$ cat src/rtl/lpe_pkg.sv
// lpe_pkg: shared constants, control word type, microcode ROM and reciprocal ROM
// for the Legendre polynomial evaluator. No dependencies.
package lpe_pkg;

   localparam int MAX_DEGREE = 32;
   localparam int FRAC_BITS  = 30;
   localparam int RECIP_BITS = 32;

   localparam int X_W    = 32;
   localparam int DEG_W  = 6;
   localparam int VAL_W  = 56;
   localparam int SUM_W  = VAL_W + 2;
   localparam int ACC_W  = 64;
   localparam int MAG_W  = 63;
   localparam int MB_W   = 32;
   localparam int PROD_W = MAG_W + MB_W;
   localparam int RND_W  = PROD_W + 1;
   localparam int PC_W   = 6;
   localparam int OP_W   = 4;
   localparam int FAM_W  = 2;

   localparam logic signed [VAL_W-1:0] VAL_ONE = VAL_W'(1) << FRAC_BITS;
   localparam logic signed [VAL_W-1:0] VAL_MAX = {1'b0, {(VAL_W-1){1'b1}}};
   localparam logic signed [VAL_W-1:0] VAL_MIN = {1'b1, {(VAL_W-1){1'b0}}};

   // micro-ops
   localparam logic [OP_W-1:0] OP_NOP  = 4'd0;
   localparam logic [OP_W-1:0] OP_LDX  = 4'd1;  // load |cur|, |x|
   localparam logic [OP_W-1:0] OP_LDR  = 4'd2;  // load |acc|, reciprocal
   localparam logic [OP_W-1:0] OP_MUL0 = 4'd3;  // low partial product
   localparam logic [OP_W-1:0] OP_MUL1 = 4'd4;  // high partial product
   localparam logic [OP_W-1:0] OP_RNDF = 4'd5;  // round, drop FRAC_BITS
   localparam logic [OP_W-1:0] OP_RNDR = 4'd6;  // round, drop RECIP_BITS
   localparam logic [OP_W-1:0] OP_WRT  = 4'd7;  // t = sat(prod + addend)
   localparam logic [OP_W-1:0] OP_ACC1 = 4'd8;  // acc = (2k+1)*t
   localparam logic [OP_W-1:0] OP_ACC2 = 4'd9;  // acc -= k*prev
   localparam logic [OP_W-1:0] OP_WRR  = 4'd10; // prev = cur, cur = prod
   localparam logic [OP_W-1:0] OP_JGE  = 4'd11; // jump if k >= n
   localparam logic [OP_W-1:0] OP_INCJ = 4'd12; // k++, jump
   localparam logic [OP_W-1:0] OP_DONE = 4'd13;

   localparam logic [FAM_W-1:0] FAM_P = 2'd0;
   localparam logic [FAM_W-1:0] FAM_D = 2'd1;
   localparam logic [FAM_W-1:0] FAM_H = 2'd2;

   localparam logic [PC_W-1:0] PC_LOOP = 6'd0;
   localparam logic [PC_W-1:0] PC_DONE = 6'd38;

   typedef struct packed {
      logic [OP_W-1:0]  op;
      logic [FAM_W-1:0] fam;
      logic [PC_W-1:0]  tgt;
   } ctl_type;

   function automatic ctl_type cw(input logic [OP_W-1:0] op, input logic [FAM_W-1:0] fam,
                                  input logic [PC_W-1:0] tgt);
      ctl_type w;
      w.op  = op;
      w.fam = fam;
      w.tgt = tgt;
      return w;
   endfunction

   // one recurrence step per family, order H, D, P
   function automatic ctl_type ucode(input logic [PC_W-1:0] pc);
      ctl_type w;
      case (pc)
         6'd0:    w = cw(OP_JGE,  FAM_P, PC_DONE);
         6'd1:    w = cw(OP_LDX,  FAM_H, PC_LOOP);
         6'd2:    w = cw(OP_MUL0, FAM_H, PC_LOOP);
         6'd3:    w = cw(OP_MUL1, FAM_H, PC_LOOP);
         6'd4:    w = cw(OP_RNDF, FAM_H, PC_LOOP);
         6'd5:    w = cw(OP_WRT,  FAM_H, PC_LOOP);
         6'd6:    w = cw(OP_ACC1, FAM_H, PC_LOOP);
         6'd7:    w = cw(OP_ACC2, FAM_H, PC_LOOP);
         6'd8:    w = cw(OP_LDR,  FAM_H, PC_LOOP);
         6'd9:    w = cw(OP_MUL0, FAM_H, PC_LOOP);
         6'd10:   w = cw(OP_MUL1, FAM_H, PC_LOOP);
         6'd11:   w = cw(OP_RNDR, FAM_H, PC_LOOP);
         6'd12:   w = cw(OP_WRR,  FAM_H, PC_LOOP);
         6'd13:   w = cw(OP_LDX,  FAM_D, PC_LOOP);
         6'd14:   w = cw(OP_MUL0, FAM_D, PC_LOOP);
         6'd15:   w = cw(OP_MUL1, FAM_D, PC_LOOP);
         6'd16:   w = cw(OP_RNDF, FAM_D, PC_LOOP);
         6'd17:   w = cw(OP_WRT,  FAM_D, PC_LOOP);
         6'd18:   w = cw(OP_ACC1, FAM_D, PC_LOOP);
         6'd19:   w = cw(OP_ACC2, FAM_D, PC_LOOP);
         6'd20:   w = cw(OP_LDR,  FAM_D, PC_LOOP);
         6'd21:   w = cw(OP_MUL0, FAM_D, PC_LOOP);
         6'd22:   w = cw(OP_MUL1, FAM_D, PC_LOOP);
         6'd23:   w = cw(OP_RNDR, FAM_D, PC_LOOP);
         6'd24:   w = cw(OP_WRR,  FAM_D, PC_LOOP);
         6'd25:   w = cw(OP_LDX,  FAM_P, PC_LOOP);
         6'd26:   w = cw(OP_MUL0, FAM_P, PC_LOOP);
         6'd27:   w = cw(OP_MUL1, FAM_P, PC_LOOP);
         6'd28:   w = cw(OP_RNDF, FAM_P, PC_LOOP);
         6'd29:   w = cw(OP_WRT,  FAM_P, PC_LOOP);
         6'd30:   w = cw(OP_ACC1, FAM_P, PC_LOOP);
         6'd31:   w = cw(OP_ACC2, FAM_P, PC_LOOP);
         6'd32:   w = cw(OP_LDR,  FAM_P, PC_LOOP);
         6'd33:   w = cw(OP_MUL0, FAM_P, PC_LOOP);
         6'd34:   w = cw(OP_MUL1, FAM_P, PC_LOOP);
         6'd35:   w = cw(OP_RNDR, FAM_P, PC_LOOP);
         6'd36:   w = cw(OP_WRR,  FAM_P, PC_LOOP);
         6'd37:   w = cw(OP_INCJ, FAM_P, PC_LOOP);
         6'd38:   w = cw(OP_DONE, FAM_P, PC_LOOP);
         default: w = cw(OP_DONE, FAM_P, PC_LOOP);
      endcase
      return w;
   endfunction

   // round(2^32 / d)
   function automatic logic [MB_W-1:0] recip_lut(input logic [DEG_W-1:0] d);
      logic [MB_W-1:0] r;
      case (d)
         6'd2:    r = 32'd2147483648;
         6'd3:    r = 32'd1431655765;
         6'd4:    r = 32'd1073741824;
         6'd5:    r = 32'd858993459;
         6'd6:    r = 32'd715827883;
         6'd7:    r = 32'd613566757;
         6'd8:    r = 32'd536870912;
         6'd9:    r = 32'd477218588;
         6'd10:   r = 32'd429496730;
         6'd11:   r = 32'd390451572;
         6'd12:   r = 32'd357913941;
         6'd13:   r = 32'd330382100;
         6'd14:   r = 32'd306783378;
         6'd15:   r = 32'd286331153;
         6'd16:   r = 32'd268435456;
         6'd17:   r = 32'd252645135;
         6'd18:   r = 32'd238609294;
         6'd19:   r = 32'd226050910;
         6'd20:   r = 32'd214748365;
         6'd21:   r = 32'd204522252;
         6'd22:   r = 32'd195225786;
         6'd23:   r = 32'd186737709;
         6'd24:   r = 32'd178956971;
         6'd25:   r = 32'd171798692;
         6'd26:   r = 32'd165191050;
         6'd27:   r = 32'd159072863;
         6'd28:   r = 32'd153391689;
         6'd29:   r = 32'd148102321;
         6'd30:   r = 32'd143165577;
         6'd31:   r = 32'd138547332;
         6'd32:   r = 32'd134217728;
         default: r = 32'd0;
      endcase
      return r;
   endfunction

endpackage

$ cat src/rtl/lpe_seq.sv
// lpe_seq: microcode sequencer, step counter, conditional jumps and busy flag.
// Depends on lpe_pkg (control word type and microcode ROM).
module lpe_seq (
   input  logic                clock,
   input  logic                reset,
   input  logic                go,
   input  logic                loop_exit,
   output lpe_pkg::ctl_type    ctl,
   output logic                busy
);

   logic [lpe_pkg::PC_W-1:0] pc_ff, pc_in;
   logic                     busy_ff, busy_in;

   assign busy = busy_ff;
   assign ctl  = busy_ff ? lpe_pkg::ucode(pc_ff)
                         : lpe_pkg::cw(lpe_pkg::OP_NOP, lpe_pkg::FAM_P, lpe_pkg::PC_LOOP);

   always_comb begin
      pc_in   = pc_ff;
      busy_in = busy_ff;
      if (go) begin
         pc_in   = lpe_pkg::PC_LOOP;
         busy_in = 1'b1;
      end else if (busy_ff) begin
         case (ctl.op)
            lpe_pkg::OP_JGE:  pc_in = loop_exit ? ctl.tgt : pc_ff + 1'b1;
            lpe_pkg::OP_INCJ: pc_in = ctl.tgt;
            lpe_pkg::OP_DONE: busy_in = 1'b0;
            default:          pc_in = pc_ff + 1'b1;
         endcase
      end
   end

   always_ff @(posedge clock) begin
      if (reset) begin
         pc_ff   <= lpe_pkg::PC_LOOP;
         busy_ff <= 1'b0;
      end else begin
         pc_ff   <= pc_in;
         busy_ff <= busy_in;
      end
   end

endmodule

$ cat config.mk
export PLATFORM = sky130hd
export DESIGN_NAME = lpe_seq
export DESIGN_NICKNAME = d
export VERILOG_FILES = /design/src/rtl/lpe_pkg.sv /design/src/rtl/lpe_seq.sv
export SDC_FILE = /design/constraint.sdc
export NUM_CORES = 1
export LEC_CHECK = 0
export BUFFER_PORTS_ARGS = -buffer_cell sky130_fd_sc_hd__buf_2
export CORE_MARGIN = 3
export CORE_UTILIZATION = 60
export CTS_CLUSTER_SIZE = 40
export DETAILED_ROUTE_END_ITERATION = 12
export PLACE_DENSITY = 0.82
export REMOVE_ABC_BUFFERS = 1
export SYNTH_ARGS = -nofsm -noshare
export SYNTH_HDL_FRONTEND = slang
export SYNTH_SLANG_ARGS = --single-unit
$ cat constraint.sdc
create_clock -name clock -period 4.05 [get_ports clock]
set_input_delay 0 -clock clock [delete_from_list [all_inputs] [get_ports clock]]
set_output_delay 0 -clock clock [all_outputs]
set_load 0.02 [all_outputs]
== Word-level counts from Yosys, hierarchy flattened ==
Memories as Yosys holds them, arrays and structs flattened. A register that Yosys moved wholly into a read port is not among the register bits.
Index checks and enable logic that the tools add are counted.
Storage, ports and cells
  flip-flop bits (word level): 7
  ROM bits: 576
  bits of input ports: 4
  output and inout bits: 13
  word-level logic and storage cells: 18
  memories kept: 1
Memory list
  (no name shown): depth 64, bits a word 9, read ports 1, clocked after memory_dff 1, write ports 0, line lpe_pkg.sv:67  | case (pc)
Cells by class
  add/sub/neg operators: 1
  eq/ne operators: 3
  multiplexer cells: 8
  bitwise logic cells: 1
  reduce and logical (&&, ||, !) cells: 2
Operators by type and width (count)
  $mux 6: 3
  $pmux 6 s3: 1
  $eq 4x4->1 const B: 3
  $mux 12: 1
  $add 6x1->6 const B: 1
  $mux 1: 3
  $reduce_and 2->1: 1
  $reduce_or 2->1: 1
  $not 1->1: 1

== Depth between registers and ports, before layout ==
Gate-level depths: netlist (run 1).
  word-level depth: 6
  depth in mapped cells: 13
  gate-level depth less buffers: 12

== Worst setup path before layout (run 1) ==
No wires, ideal clock.
  kind: register to register
  start point: register busy_ff, in the netlist busy
  end point: register (tool-made name)
  library setup time: 128 ps
  arrival: 2765 ps
  required time: 3922 ps
  setup slack: 1158 ps
  stages on the path, launching flop included: 13
  buffers on the path: 0
  period minus slack after synthesis: 2892 ps
  path through: dfxtp_1 nand2_1 inv_1 o21a_1 a21oi_1 o31a_2 nor2_1 inv_1 ha_1 nand3_1 a2bb2oi_2 a2111oi_2 o32ai_1
RTL lines
  start, declared: line lpe_seq.sv:13  | logic busy_ff, busy_in;
  start signal, assigned: line lpe_seq.sv:41  | busy_ff <= busy_in;

==> out/results.env, run 1 <==
OUTCOME='finished clean'
REGISTER_AREA_SQ_UM=280.3
DRV_CAP=0
START_UTIL_PCT=66.20
YOSYS.CELL_COUNT.TOP_TYPE='sky130_fd_sc_hd__nand2_1'
HPWL_UM=2522
YOSYS_WARNINGS=0
POST-ROUTE-MIN-PERIOD_NS=3.289
CLK_PIN_SLEW_NS=0.08
SYN_AREA_SQ_UM=1365
CRITPATHCAPTURETYPE='flip-flop'
FINALSETUPTNS_NS=0
POST_SYNTH_XOR_AREA_FRACTION_PCT=2.566
HOLD_PATH.STARTPOINT='go'
CTSHTREEMAXLEVEL=1
ROUTE.DETAILED.WL_PER_INST_UM=16.13
YOSYS_REGISTER_BITS=14
FINAL-MAX-SLEW-VIOLATION-COUNT=0
TRITONCTS='built'
WORST-R2R-SETUP-SLACK_NS=0.76
SHARE_OF_THE_CYCLE_NEEDED_BY_THE_CRITICAL_PATH_AFTER_ROUTING_PCT=81.21
MIN_DELAY_WORST_ENDPOINT='pc_ff[1]'
DRT-VIAS-PER-INSTANCE=6.298
CLK_ROOT_BUFFER_CELL='sky130_fd_sc_hd__clkbuf_4'
CTS_BUFFER_DEPTH=2
NUM_ROWS=16
GP_CONGESTION=0.9107
CRITICALPATHCATEGORY='flip-flop to flip-flop'
VIAS=1291
NETLIST-CELL-TYPE-COUNT=61
NUMBER_OF_FILLERS_IN_THE_FINAL_LAYOUT=180
IR_WORST_VDD_mV=0.1649
MAIN_COMBINATIONAL_CELL_FAMILY_BY_AREA_AFTER_SYNTHESIS='compound AO/OA/AOI/OAI gates'
INITIAL_ANTENNA_VIOLATION_COUNT=0
CTS_SETUP_BUFFERS=0
DESIGN.FINAL.NETS=192
POWER_DENSITY_nW_PER_UM2=253.6
CTS_NUM_SINKS=14
FLOORPLAN.DIE.HEIGHT_UM=53.70
POST_ROUTE_CELLS_DRIVE_ABOVE_1_SHARE_PCT=18.54
SYNTH_EDF_COUNT=0
ANTENNA_VIOLATING_NETS_POST_ROUTE=0
MAX_FCLK_MHz=304.1
TRITONCTS_BUFFER_COUNT=3
SYNTHESIS.INSTANCES=169
IOS=17
PLACEABLECOREAREA_SQ_UM=2062
NETLIST_TOP_CELLS_AREA='sky130_fd_sc_hd__dfxtp_1 (21%), sky130_fd_sc_hd__ha_1 (7.3%), sky130_fd_sc_hd__nand2_1 (4.7%)'
PRECTSSETUPSLACK_NS=0.8590
SYNTHDOMINANTCELLAREASHARE_PCT=20.53
REGISTER_AREA_SHARE_AFTER_SYNTHESIS_PCT=20.53
WL_UM=3307
REPORT.FINAL.SETUP_VIOL=0
ASYNC_RESET_FF_SHARE_PCT=0
CLOCK_SKEW_NS=0.0007776
AREA_OCCUPIED_BY_MULTI_INPUT_GATES_SQ_UM=953.4
SYNTH-ADDER-AREA-SHARE_PCT=7.333
RR_WORST_DEPTH=11
SYNTH_TO_LAYOUT_AREA_GROWTH_PCT=4.949
GRT_USE_TOTAL_PCT=25.45
WORST_R2R_STARTPOINT='busy'
DRTITER0DRC=58
MIN_PATH_TYPE='input pin to flip-flop'
TIMING.CRITICAL_PATH.FROM_TYPE='flip-flop'
RELSLEWSLACK_PCT=52.30
FIRST_GLOBAL_VIAS=1212
FINALHOLDWORSTSLACK_NS=0.2212
WHS_PATH_DEPTH=3
INPUT_OUTPUT_BUFFERS=13
GRT_OVERFLOW_TOTAL=0
GRT_START_MAX_NET_PINS=17
POSTSYNTH.TOPFLOPCELL='sky130_fd_sc_hd__dfxtp_1'
SYNTH_COMMONEST_CELLS='sky130_fd_sc_hd__nand2_1 (17), sky130_fd_sc_hd__dfxtp_1 (14), sky130_fd_sc_hd__nor2_1 (14)'
DIE_X_UM=53.70
TIMING.FINAL.HOLD_VIOLATIONS=0
YOSYS.AREA.TOP_TYPE='sky130_fd_sc_hd__dfxtp_1'
TIGHTESTPINTRANSITION_NS=0.7155
COMPLEX_GATE_FRACTION_OF_THE_SYNTHESIZED_AREA_PCT=28.87
ROUTE.DETAILED.DRC=0
CTS_RESIZED=0
ANTENNA_CELLS=0
SYNTH_AREA_PER_CELL_SQ_UM=8.077
OVERALL_POWER_AFTER_LAYOUT_uW=363.4
SYNTH-SIMPLE-AREA-SHARE_PCT=28.78
SYNTH_MUX_AREA_SHARE_PCT=1.467
FLOORPLAN.DIE_AREA_SQ_UM=2883
WORST-PATH-MAX-FANOUT=16
CP_DATA_ARRIVAL_TIME_NS=3.44
CRIT_REQUIRED_NS=4.20
GRT_PASS1_WL_UM=5451
POSTLAYOUTSETUPSLACKWORST_NS=0.7612
INSERTION_DELAY_NS=0.27
HOLDBUFCOUNTCTS=2
GRT_SETUP_UNREPAIRED='false'
P_LEAK_nW=0.6263
DRT_FIRST_PASS_ITERS=4
## metal layers
metal  GRT usage [%]  vias to the layer above  part of all wire, %  wire length, um
li1                -                      624                    -                -
met1           33.17                      589                   41             1360
met2           42.14                       68                   50             1653
met3           2.770                       10                  6.7              222
met4           10.64                        0                  2.1               70
met5               0                        -                    0                0
## area by class of cell
type,instances,area share [%]
sequential,14,19.56
tap,27,2.358
multi-input combinational,134,66.55
timing repair buffer,15,5.939
clock buffer,3,1.572
inverter,12,4.017
## layout by cell type (no fill, tap or decap), types with 2 or more instances in the layout
cell type / instances
sky130_fd_sc_hd__conb_1: 3
sky130_fd_sc_hd__a31oi_1: 3
sky130_fd_sc_hd__clkbuf_4: 3
sky130_fd_sc_hd__o21ai_0: 5
sky130_fd_sc_hd__buf_2: 13
sky130_fd_sc_hd__nand2_1: 17
sky130_fd_sc_hd__dfxtp_1: 14
sky130_fd_sc_hd__nand3_1: 5
sky130_fd_sc_hd__and3_1: 2
sky130_fd_sc_hd__nor2_1: 14
sky130_fd_sc_hd__a21oi_1: 10
sky130_fd_sc_hd__dlygate4sd3_1: 2
sky130_fd_sc_hd__a41oi_1: 2
sky130_fd_sc_hd__and2_1: 9
sky130_fd_sc_hd__inv_1: 10
sky130_fd_sc_hd__xnor2_1: 4
sky130_fd_sc_hd__ha_1: 8
sky130_fd_sc_hd__o2bb2ai_1: 2
sky130_fd_sc_hd__a22oi_1: 2
sky130_fd_sc_hd__a211oi_1: 2
sky130_fd_sc_hd__mux2i_1: 2
sky130_fd_sc_hd__nand4_1: 2
sky130_fd_sc_hd__or2_2: 2
sky130_fd_sc_hd__nor3_1: 6
## cells by family after synthesis
logic type      count (synthesis)
flops                          14
xor+xnor                        4
simple gates                   70
compound gates                 47
fa+ha+maj                       8
buf+inv                        23
other cells                     1
mux                             2
## worst max-delay path: stages (launching register included)
cell and delay (ns):
sky130_fd_sc_hd__dfxtp_1 0.61, sky130_fd_sc_hd__nand2_1 0.18, sky130_fd_sc_hd__inv_1 0.21, sky130_fd_sc_hd__o21a_1 0.21, sky130_fd_sc_hd__a21oi_1 0.08, sky130_fd_sc_hd__o31a_2 0.37
sky130_fd_sc_hd__nor2_1 0.38, sky130_fd_sc_hd__inv_1 0.16, sky130_fd_sc_hd__ha_1 0.29, sky130_fd_sc_hd__and3_1 0.17, sky130_fd_sc_hd__a2111oi_1 0.38, sky130_fd_sc_hd__o32ai_1 0.14
## worst max-delay path by stage
| stage | startpoint | end | slack (ns) |
|---|---|---|---|
| after floorplan | busy | flip-flop | 1.02 |
| after global placement | busy | flip-flop | 1.08 |
| after detailed placement | busy | flip-flop | 0.86 |
| after CTS | busy | flip-flop | 0.85 |
| after global routing | busy | flip-flop | 0.55 |
| final | busy | flip-flop | 0.76 |
## stage by stage
step,cells,utilization (%),area [sq um]
6_report,205,69.48,1433
5_1_grt,205,69.48,1433
4_1_cts,205,69.48,1433
3_5_place_dp,200,67.42,1390
3_3_place_gp,200,67.42,1390
2_1_floorplan,160,-,1291
## power breakdown
part	internal [mW]	total, mW	switching (mW)
Clock	0.0344	0.0748	0.0404
Combinational	0.0502	0.129	0.0786
Sequential	0.147	0.160	0.0130
(Power assumes the default switching activity.)
==> run 2: changes to the inputs <==
--- a/config.mk
+++ b/config.mk
@@ -5,12 +5,13 @@
 export SDC_FILE = /design/constraint.sdc
 export NUM_CORES = 1
 export LEC_CHECK = 0
+export ABC_AREA = 1
 export BUFFER_PORTS_ARGS = -buffer_cell sky130_fd_sc_hd__buf_2
 export CORE_MARGIN = 3
-export CORE_UTILIZATION = 60
+export CORE_UTILIZATION = 57
 export CTS_CLUSTER_SIZE = 40
 export DETAILED_ROUTE_END_ITERATION = 12
-export PLACE_DENSITY = 0.82
+export PLACE_DENSITY = 0.79
 export REMOVE_ABC_BUFFERS = 1
 export SYNTH_ARGS = -nofsm -noshare
 export SYNTH_HDL_FRONTEND = slang
==> constraint.sdc (replaced) <==
create_clock -name clock -period 3.3 [get_ports clock]
set_input_delay 0 -clock clock [delete_from_list [all_inputs] [get_ports clock]]
set_output_delay 0 -clock clock [all_outputs]
set_load 0.02 [all_outputs]
==> out/results.env, run 2 <==
TIGHTESTPINTRANSITION_NS=0.5515  # was 0.7155 ns
PRECTSSETUPSLACK_NS=0.8621  # was 0.8590 ns
TIMING.FINAL.HOLD_VIOLATIONS=0  # unchanged
POSTSYNTH.TOPFLOPCELL='sky130_fd_sc_hd__dfxtp_1'  # unchanged
CTS_RESIZED=0  # unchanged
CLK_PIN_SLEW_NS=0.08  # about the same
GRT_SETUP_UNREPAIRED='false'  # unchanged
FINALHOLDWORSTSLACK_NS=0.1730  # was 0.2212 ns
MIN_PATH_TYPE='input pin to flip-flop'  # unchanged
RELSLEWSLACK_PCT=63.20  # was 52.30%
SYNTH_COMMONEST_CELLS='sky130_fd_sc_hd__nand2_1 (63), sky130_fd_sc_hd__inv_1 (28), sky130_fd_sc_hd__nand3_1 (24)'  # was sky130_fd_sc_hd__nand2_1 (17), sky130_fd_sc_hd__dfxtp_1 (14), sky130_fd_sc_hd__nor2_1 (14)
SYNTH_AREA_PER_CELL_SQ_UM=6.100  # was 8.077 sq um
WORSTPATHCELLLIST='nand2_1, nor2_1, nand2_1, nand2_2, nand2_4, a21oi_2, inv_1, ha_1, nand2_1, nand2_1, inv_1, nand2_1, a21oi_1, nand2_1'  # was nand2_1, inv_1, o21a_1, a21oi_1, o31a_2, nor2_1, inv_1, ha_1, and3_1, a2111oi_1, o32ai_1
GRT_OVERFLOW_TOTAL=0  # unchanged
SYNTH_EDF_COUNT=0  # unchanged
PLACEABLECOREAREA_SQ_UM=2082  # was 2062 sq um
TRITONCTS='built'  # unchanged
ANTENNA_CELLS=0  # unchanged
IR_WORST_VDD_mV=0.1640  # was 0.1649 mV
WORST-PATH-MAX-FANOUT=10  # was 16
ANTENNA_VIOLATING_NETS_POST_ROUTE=0  # unchanged
FINAL-MAX-SLEW-VIOLATION-COUNT=0  # unchanged
YOSYS.CELL_COUNT.TOP_TYPE='sky130_fd_sc_hd__nand2_1'  # unchanged
CLK_ROOT_BUFFER_CELL='sky130_fd_sc_hd__clkbuf_4'  # unchanged
DIE_X_UM=54.19  # was 53.70 um
CRITICAL_PATH.N_BUFFERS_INVERTERS=2  # unchanged
POST-PLACE-CELLS=252  # was 200
CTS_BUFFER_DEPTH=2  # unchanged
NUMBER_OF_FILLERS_IN_THE_FINAL_LAYOUT=196  # was 180
ROUTE.DETAILED.WL_PER_INST_UM=11.43  # was 16.13 um
DESIGN.FINAL.NETS=244  # was 192
OVERALL_POWER_AFTER_LAYOUT_uW=375.0  # was 363.4 uW
WL_UM=2938  # was 3307 um
GRT_USE_TOTAL_PCT=22.35  # was 25.45%
INITIAL_ANTENNA_VIOLATION_COUNT=0  # unchanged
NUM_ROWS=16  # unchanged
POSTLAYOUTSETUPSLACKWORST_NS=0.8429  # was 0.7612 ns
CTSHTREEMAXLEVEL=1  # unchanged
FLOORPLAN.DIE_AREA_SQ_UM=2937  # was 2883 sq um
CLOCK_SKEW_NS=0.007136  # was 0.0007776 ns
INSERTION_DELAY_NS=0.27  # about the same
GRT_PASS1_WL_UM=4974  # was 5451 um
REPORT.FINAL.SETUP_VIOL=0  # unchanged
CRITPATHCAPTURETYPE='flip-flop'  # unchanged
CTS_NUM_SINKS=14  # unchanged
GP_CONGESTION=0.9293  # was 0.9107
TIMING.CRITICAL_PATH.SLOWEST_STAGE_CELL='sky130_fd_sc_hd__dfxtp_1'  # unchanged
GRT_START_MAX_NET_PINS=14  # was 17
CP_DATA_ARRIVAL_TIME_NS=2.62  # was 3.44 ns
SYNTH_TO_LAYOUT_AREA_GROWTH_PCT=6.710  # was 4.949%
SHARE_OF_THE_CYCLE_NEEDED_BY_THE_CRITICAL_PATH_AFTER_ROUTING_PCT=74.46  # was 81.21%
P_LEAK_nW=0.7898  # was 0.6263 nW
START_UTIL_PCT=63.58  # was 66.20%
STDCELL_COUNT=257  # was 205
CRITICAL-PATH-MAX-STAGE-DELAY_NS=0.57  # was 0.61 ns
HPWL_UM=2335  # was 2522 um
YOSYS.AREA.TOP_TYPE='sky130_fd_sc_hd__dfxtp_1'  # unchanged
DRT_FIRST_PASS_ITERS=4  # unchanged
IOS=17  # unchanged
TRITONCTS_BUFFER_COUNT=3  # unchanged
SYNTHESIS.INSTANCES=217  # was 169
CRITICALPATHCATEGORY='flip-flop to flip-flop'  # unchanged
LAYOUT.CORE_UTILIZATION_PCT=67.85  # was 69.48%
POST_ROUTE_CELLS_DRIVE_ABOVE_1_SHARE_PCT=19.57  # was 18.54%
DRV_CAP=0  # unchanged
MOST_COMMON_CELL_AFTER_LAYOUT_FILL_AND_TAPS_ASIDE='sky130_fd_sc_hd__nand2_1'  # unchanged
SYN_AREA_SQ_UM=1324  # was 1365 sq um
MAX_FCLK_MHz=407.0  # was 304.1 MHz
ASYNC_RESET_FF_SHARE_PCT=0  # unchanged
REGISTER_AREA_SHARE_AFTER_SYNTHESIS_PCT=21.17  # was 20.53%
FINAL_DESIGN_AREA_NO_FILL_SQ_UM=1413  # was 1433 sq um
ROUTE.DETAILED.DRC=0  # unchanged
FIRST_GLOBAL_VIAS=1223  # was 1,212
YOSYS_REGISTER_BITS=14  # unchanged
FLOORPLAN.DIE.HEIGHT_UM=54.19  # was 53.70 um
MOSTFREQUENTLAYOUTCELLS='sky130_fd_sc_hd__nand2_1 (63), sky130_fd_sc_hd__inv_1 (28), sky130_fd_sc_hd__nand3_1 (24)'  # was sky130_fd_sc_hd__nand2_1 (17), sky130_fd_sc_hd__nor2_1 (14), sky130_fd_sc_hd__dfxtp_1 (14)
CRIT_REQUIRED_NS=3.46  # was 4.20 ns
DRT-VIAS-PER-INSTANCE=5.148  # was 6.298
DRTITER0DRC=44  # was 58
VIAS=1323  # was 1,291
POST-ROUTE-MIN-PERIOD_NS=2.457  # was 3.289 ns
CRITICAL-PATH-TOP-DELAY-FAMILY='simple AND/OR/NAND/NOR gates'  # was compound AO/OA/AOI/OAI gates
OUTCOME='finished clean'  # unchanged
NETLIST-CELL-TYPE-COUNT=27  # was 61
CRITPATHMOSTFREQUENTCELL='sky130_fd_sc_hd__nand2_1'  # was sky130_fd_sc_hd__inv_1
INPUT_OUTPUT_BUFFERS=13  # unchanged
TIMING.CRITICAL_PATH.FROM_TYPE='flip-flop'  # unchanged
YOSYS_WARNINGS=0  # unchanged
POST_DP_CELL_AREA_SQ_UM=1370  # was 1390 sq um
SYNTHDOMINANTCELLAREASHARE_PCT=21.17  # was 20.53%
FINALSETUPTNS_NS=0  # unchanged
NETLIST_TOP_CELLS_AREA='sky130_fd_sc_hd__dfxtp_1 (21%), sky130_fd_sc_hd__nand2_1 (18%), sky130_fd_sc_hd__nand3_1 (9.1%)'  # was sky130_fd_sc_hd__dfxtp_1 (21%), sky130_fd_sc_hd__ha_1 (7.3%), sky130_fd_sc_hd__nand2_1 (4.7%)
POWER_DENSITY_nW_PER_UM2=265.4  # was 253.6 nW/um^2
run 2: cell types whose count changed in the layout (fill, tap and decap cells not counted), moves of 4 or more:
cell | previous run | this run
sky130_fd_sc_hd__and2_1 | 9 | 0
sky130_fd_sc_hd__inv_1 | 10 | 28
sky130_fd_sc_hd__inv_2 | 1 | 6
sky130_fd_sc_hd__nand2_1 | 17 | 63
sky130_fd_sc_hd__nand2_2 | 0 | 11
sky130_fd_sc_hd__nand2_4 | 0 | 5
sky130_fd_sc_hd__nand3_1 | 5 | 24
sky130_fd_sc_hd__nor2_1 | 14 | 18
sky130_fd_sc_hd__xnor2_1 | 4 | 0
run 2: worst reg2reg max path: cells and delay by family, from the launching register on:
kind | cells | cell delay (ns)
AO/OA/AOI/OAI | 2 | 0.43
adder cells (fa/ha/maj) | 1 | 0.23
flip-flops | 1 | 0.57
AND/OR/NAND/NOR | 9 | 0.92
buffers and inverters | 2 | 0.21
run 2: final cells by class:
class	count	area (sq um)	area share [%]
multi-input combinational	161	849.6	60.14
inverter	37	141.4	10.01
sequential	14	280.3	19.84
clock buffer	3	22.52	1.594
timing repair buffer	15	85.08	6.023
tap	27	33.78	2.392
run 2: kinds of logic (layout without fill, tap and decap cells):
logic type               after synthesis  in the layout  synth area share (%)
adder cells (fa/ha/maj)                8              8                 7.562
AND/OR/NAND/NOR                      129            129                 45.75
other                                  1              3                0.2833
buffers and inverters                 44             55                 15.22
flip-flops                            14             14                 21.17
AO/OA/AOI/OAI                         21             21                 10.02
run 2: what timing repair did:
| item | CTS | global route |
|---|---|---|
| hold endpoints to repair | 1 | 0 |
| buffers inserted | 0 | 0 |
| hold buffers | 2 | 0 |
run 2: report_power, final:
group	leakage (nW)	total [mW]	internal, mW	switching (mW)
Clock	0.0138	0.0928	0.0422	0.0507
Combinational	0.662	0.0981	0.0322	0.0658
Sequential	0.114	0.184	0.176	0.00783
Total	0.790	0.375	0.251	0.124
run 2: metal layers:
layer	share of wire, %	wire, um	GRT usage [%]	up-vias
li1	-	-	-	688
met3	4.7	138	0.8310	7
met4	1.3	38	7.054	0
met5	0	0	0	-
met2	49	1454	41.24	43
met1	44	1306	27.41	585
run 2: final timing paths:
kind / start / to / slack, ns / depth (start not counted)
worst max-delay path: busy / flip-flop / 0.84 / 14
worst min-delay path: go / pc_ff[0] / 0.17 / 4
worst max register to register: busy / flip-flop / 0.84 / 14
worst min register to register: pc_ff[0] / pc_ff[0] / 0.57 / 2
==> run 3: changes to the inputs <==
--- a/config.mk
+++ b/config.mk
@@ -5,13 +5,13 @@
 export SDC_FILE = /design/constraint.sdc
 export NUM_CORES = 1
 export LEC_CHECK = 0
-export ABC_AREA = 1
+export ABC_AREA = 0
 export BUFFER_PORTS_ARGS = -buffer_cell sky130_fd_sc_hd__buf_2
 export CORE_MARGIN = 3
-export CORE_UTILIZATION = 57
+export CORE_UTILIZATION = 58
 export CTS_CLUSTER_SIZE = 40
 export DETAILED_ROUTE_END_ITERATION = 12
-export PLACE_DENSITY = 0.79
+export PLACE_DENSITY = 0.8
 export REMOVE_ABC_BUFFERS = 1
 export SYNTH_ARGS = -nofsm -noshare
 export SYNTH_HDL_FRONTEND = slang
==> constraint.sdc (replaced) <==
create_clock -name clock -period 2.45 [get_ports clock]
set_input_delay 0 -clock clock [delete_from_list [all_inputs] [get_ports clock]]
set_output_delay 0 -clock clock [all_outputs]
set_load 0.02 [all_outputs]
==> out/results.env, run 3 (same netlist as run 1, synthesis figures left out) <==
OUTCOME='complete, but fails checks'  # was finished clean
FAILED_CHECKS='negative setup slack'
CTSHTREEMAXLEVEL=1  # unchanged
FLOORPLAN.DIE.HEIGHT_UM=54.52  # was 54.19 um
MOST_COMMON_CELL_AFTER_LAYOUT_FILL_AND_TAPS_ASIDE='sky130_fd_sc_hd__buf_4'  # was sky130_fd_sc_hd__nand2_1
WHS_PATH_DEPTH=4  # unchanged
POST-PLACE-CELLS=239  # was 252
FIRST_GLOBAL_VIAS=1586  # was 1,223
HPWL_UM=3265  # was 2335 um
MIN_PATH_TYPE='input pin to flip-flop'  # unchanged
TRITONCTS='built'  # unchanged
CLK_PIN_SLEW_NS=0.10  # was 0.08 ns
IR_WORST_VDD_mV=0.3964  # was 0.1640 mV
ROUTE.DETAILED.WL_PER_INST_UM=24.57  # was 11.43 um
INPUT_OUTPUT_BUFFERS=13  # unchanged
POWER_DENSITY_nW_PER_UM2=406.0  # was 265.4 nW/um^2
DRT-VIAS-PER-INSTANCE=7.056  # was 5.148
MIN_DELAY_WORST_ENDPOINT='pc_ff[5]'  # was pc_ff[0]
CLOCK_POWER_SHARE_PCT=21.6  # was 24.8%
GRT_OVERFLOW_TOTAL=0  # unchanged
NUMBER_OF_FILLERS_IN_THE_FINAL_LAYOUT=43  # was 196
CRITPATHCAPTURETYPE='flip-flop'  # unchanged
DRV_CAP=0  # unchanged
ROUTE.DETAILED.DRC=0  # unchanged
TIMING.CRITICAL_PATH.FROM_TYPE='flip-flop'  # unchanged
SHARE_OF_THE_CYCLE_NEEDED_BY_THE_CRITICAL_PATH_AFTER_ROUTING_PCT=108.0  # was 74.46%
WORST-R2R-SETUP-SLACK_NS=-0.20  # was 0.84 ns
CTS_BUFFER_DEPTH=2  # unchanged
GRT_USE_TOTAL_PCT=34.60  # was 22.35%
TIMING.FINAL.HOLD_VIOLATIONS=0  # unchanged
CP_DATA_ARRIVAL_TIME_NS=2.84  # was 2.62 ns
GRT_START_MAX_NET_PINS=12  # was 14
CLK_ROOT_BUFFER_CELL='sky130_fd_sc_hd__clkbuf_4'  # unchanged
IOS=17  # unchanged
DIE_X_UM=54.52  # was 54.19 um
FINAL-MAX-SLEW-VIOLATION-COUNT=0  # unchanged
GRT_PASS1_WL_UM=7293  # was 4974 um
POST_ROUTE_CELLS_DRIVE_ABOVE_1_SHARE_PCT=49.55  # was 19.57%
POWER.SEQUENTIAL.FRACTION_PCT=32.1  # was 49.1%
CTS_NUM_SINKS=14  # unchanged
GRT_SETUP_UNREPAIRED='true'  # was false
STDCELL_COUNT=251  # was 257
MOSTFREQUENTLAYOUTCELLS='sky130_fd_sc_hd__buf_4 (41), sky130_fd_sc_hd__nand2_1 (16), sky130_fd_sc_hd__buf_2 (13)'  # was sky130_fd_sc_hd__nand2_1 (63), sky130_fd_sc_hd__inv_1 (28), sky130_fd_sc_hd__nand3_1 (24)
LAYOUT.CORE_UTILIZATION_PCT=96.21  # was 67.85%
ANTENNA_CELLS=0  # unchanged
P_INT_uW=499.5  # was 250.7 uW
MAX_FCLK_MHz=377.8  # was 407.0 MHz
GP_CONGESTION=0.9323  # was 0.9293
SWITCHINGPOWER_uW=313.7  # was 124.3 uW
WORSTPATHCELLLIST='nand2_1, inv_4, o21a_1, a21oi_2, o31a_2, nor2_4, buf_6, ha_4, nor3_2, a31oi_1, a41oi_1, a22o_1'  # was nand2_1, nor2_1, nand2_1, nand2_2, nand2_4, a21oi_2, inv_1, ha_1, nand2_1, nand2_1, inv_1, nand2_1, a21oi_1, nand2_1
OVERALL_POWER_AFTER_LAYOUT_uW=813.2  # was 375.0 uW
INSERTION_DELAY_NS=0.30  # was 0.27 ns
PRECTSSETUPSLACK_NS=-0.1463  # was 0.8621 ns
CRITICAL-PATH-MAX-STAGE-DELAY_NS=0.40  # was 0.57 ns
DRTITER0DRC=136  # was 44
CRITICAL_PATH.N_BUFFERS_INVERTERS=2  # unchanged
REPORT.FINAL.SETUP_VIOL=5  # was 0
FLOORPLAN.DIE_AREA_SQ_UM=2972  # was 2937 sq um
P_LEAK_nW=0.9076  # was 0.7898 nW
POSTLAYOUTSETUPSLACKWORST_NS=-0.1970  # was 0.8429 ns
DESIGN.FINAL.NETS=237  # was 244
REGISTER_AREA_SQ_UM=292.8  # was 280.3 sq um
CRITICALPATHCATEGORY='flip-flop to flip-flop'  # unchanged
SWITCHING_SHARE_PCT=38.58  # was 33.15%
CLOCK_SKEW_NS=0.009062  # was 0.007136 ns
PLACEABLECOREAREA_SQ_UM=2082  # unchanged
POST-ROUTE-MIN-PERIOD_NS=2.647  # was 2.457 ns
WL_UM=6167  # was 2938 um
SYNTH_TO_LAYOUT_AREA_GROWTH_PCT=46.75  # was 6.710%
TRITONCTS_BUFFER_COUNT=3  # unchanged
WORST-PATH-MAX-FANOUT=5  # was 10
CRITICAL-PATH-TOP-DELAY-FAMILY='compound AO/OA/AOI/OAI gates'  # was simple AND/OR/NAND/NOR gates
VIAS=1771  # was 1,323
CRIT_REQUIRED_NS=2.64  # was 3.46 ns
PWR-SHARE-COMB_PCT=46.3  # was 26.2%
TIMING.CRITICAL_PATH.SLOWEST_STAGE_CELL='sky130_fd_sc_hd__dfxtp_1'  # unchanged
NUM_ROWS=16  # unchanged
HOLD_PATH.STARTPOINT='go'  # unchanged
ANTENNA_VIOLATING_NETS_POST_ROUTE=0  # unchanged
DRT_FIRST_PASS_ITERS=6  # was 4
START_UTIL_PCT=65.56  # was 63.58%
RR_WORST_DEPTH=12  # was 14
AREA_OCCUPIED_BY_MULTI_INPUT_GATES_SQ_UM=1131  # was 849.6 sq um
INITIAL_ANTENNA_VIOLATION_COUNT=0  # unchanged
-- run 3: cell count changes in the layout (fill, tap and decap cells not counted), moves of 4 or more --
cell                      before  now
sky130_fd_sc_hd__nand2_1      63   16
sky130_fd_sc_hd__buf_4         0   41
sky130_fd_sc_hd__inv_1        28    6
sky130_fd_sc_hd__nand3_1      24    5
sky130_fd_sc_hd__nand2_2      11    1
sky130_fd_sc_hd__and2_1        0    7
sky130_fd_sc_hd__ha_1          8    1
sky130_fd_sc_hd__nor2_1       18   12
sky130_fd_sc_hd__ha_4          0    5
sky130_fd_sc_hd__nand2_4       5    0
sky130_fd_sc_hd__dfxtp_1      14   10
-- run 3: stage by stage --
| stage | TNS [ns] | cell area [sq um] | hold WS [ns] |
|---|---|---|---|
| 2_1_floorplan | -2.558 | 1291 | 0.07238 |
| 3_3_place_gp | -0.02723 | 1695 | 0.1668 |
| 3_5_place_dp | -0.3979 | 1695 | 0.1727 |
| 4_1_cts | -0.01336 | 1792 | 0.2199 |
| 5_1_grt | -0.5807 | 2003 | 0.2827 |
| 6_report | -0.4257 | 2003 | 0.2943 |
-- run 3: repair_timing --
item | 4_1_cts | 5_1_grt
hold buffers | 2 | 0
gates cloned | 0 | 0
buffers inserted | 1 | 5
gates resized for setup | 9 | 42
setup endpoints to repair | 4 | 5
pin swaps | 1 | 21
hold endpoints to repair | 1 | 0
-- run 3: final cells by class --
class	count	area share, %
multi-input combinational	134	56.46
timing repair buffer	60	22.30
sequential	14	14.62
inverter	12	3.123
clock buffer	4	1.811
tap	27	1.686
-- run 3: routing by layer --
layer	track usage [%]	part of all wire (%)	up-vias	routed length, um
li1	-	-	714	-
met1	33.55	31	787	1903
met2	60.96	46	202	2847
met3	13.08	13	68	823
met4	21.99	9.6	0	593
met5	0	0	-	0
-- run 3: how the worst max path moves through the flow --
| stage | to | from | cells past startpoint | slack (ns) |
|---|---|---|---|---|
| detailed placement | flip-flop | flip-flop | 11 | -0.15 |
| floorplan | flip-flop | busy | 12 | -0.58 |
| finish | flip-flop | flip-flop | 12 | -0.20 |
| global placement | flip-flop | flip-flop | 11 | -0.03 |
| global route | flip-flop | flip-flop | 11 | -0.21 |
| CTS | flip-flop | flip-flop | 12 | -0.01 |
-- run 3: worst min-delay path, delay by kind of cell --
kind            cells  cell delay [ns]
compound gates      1             0.07
buf+inv             2             0.32
simple gates        1             0.17
-- run 3: power by group through the flow --
stage	sequential [mW]	combinational [mW]	clock, mW
floorplan	0.264	0.162	0
global placement	0.259	0.284	0
detailed placement	0.260	0.297	0
CTS	0.256	0.305	0.165
global route	0.263	0.391	0.182
finish	0.261	0.376	0.176
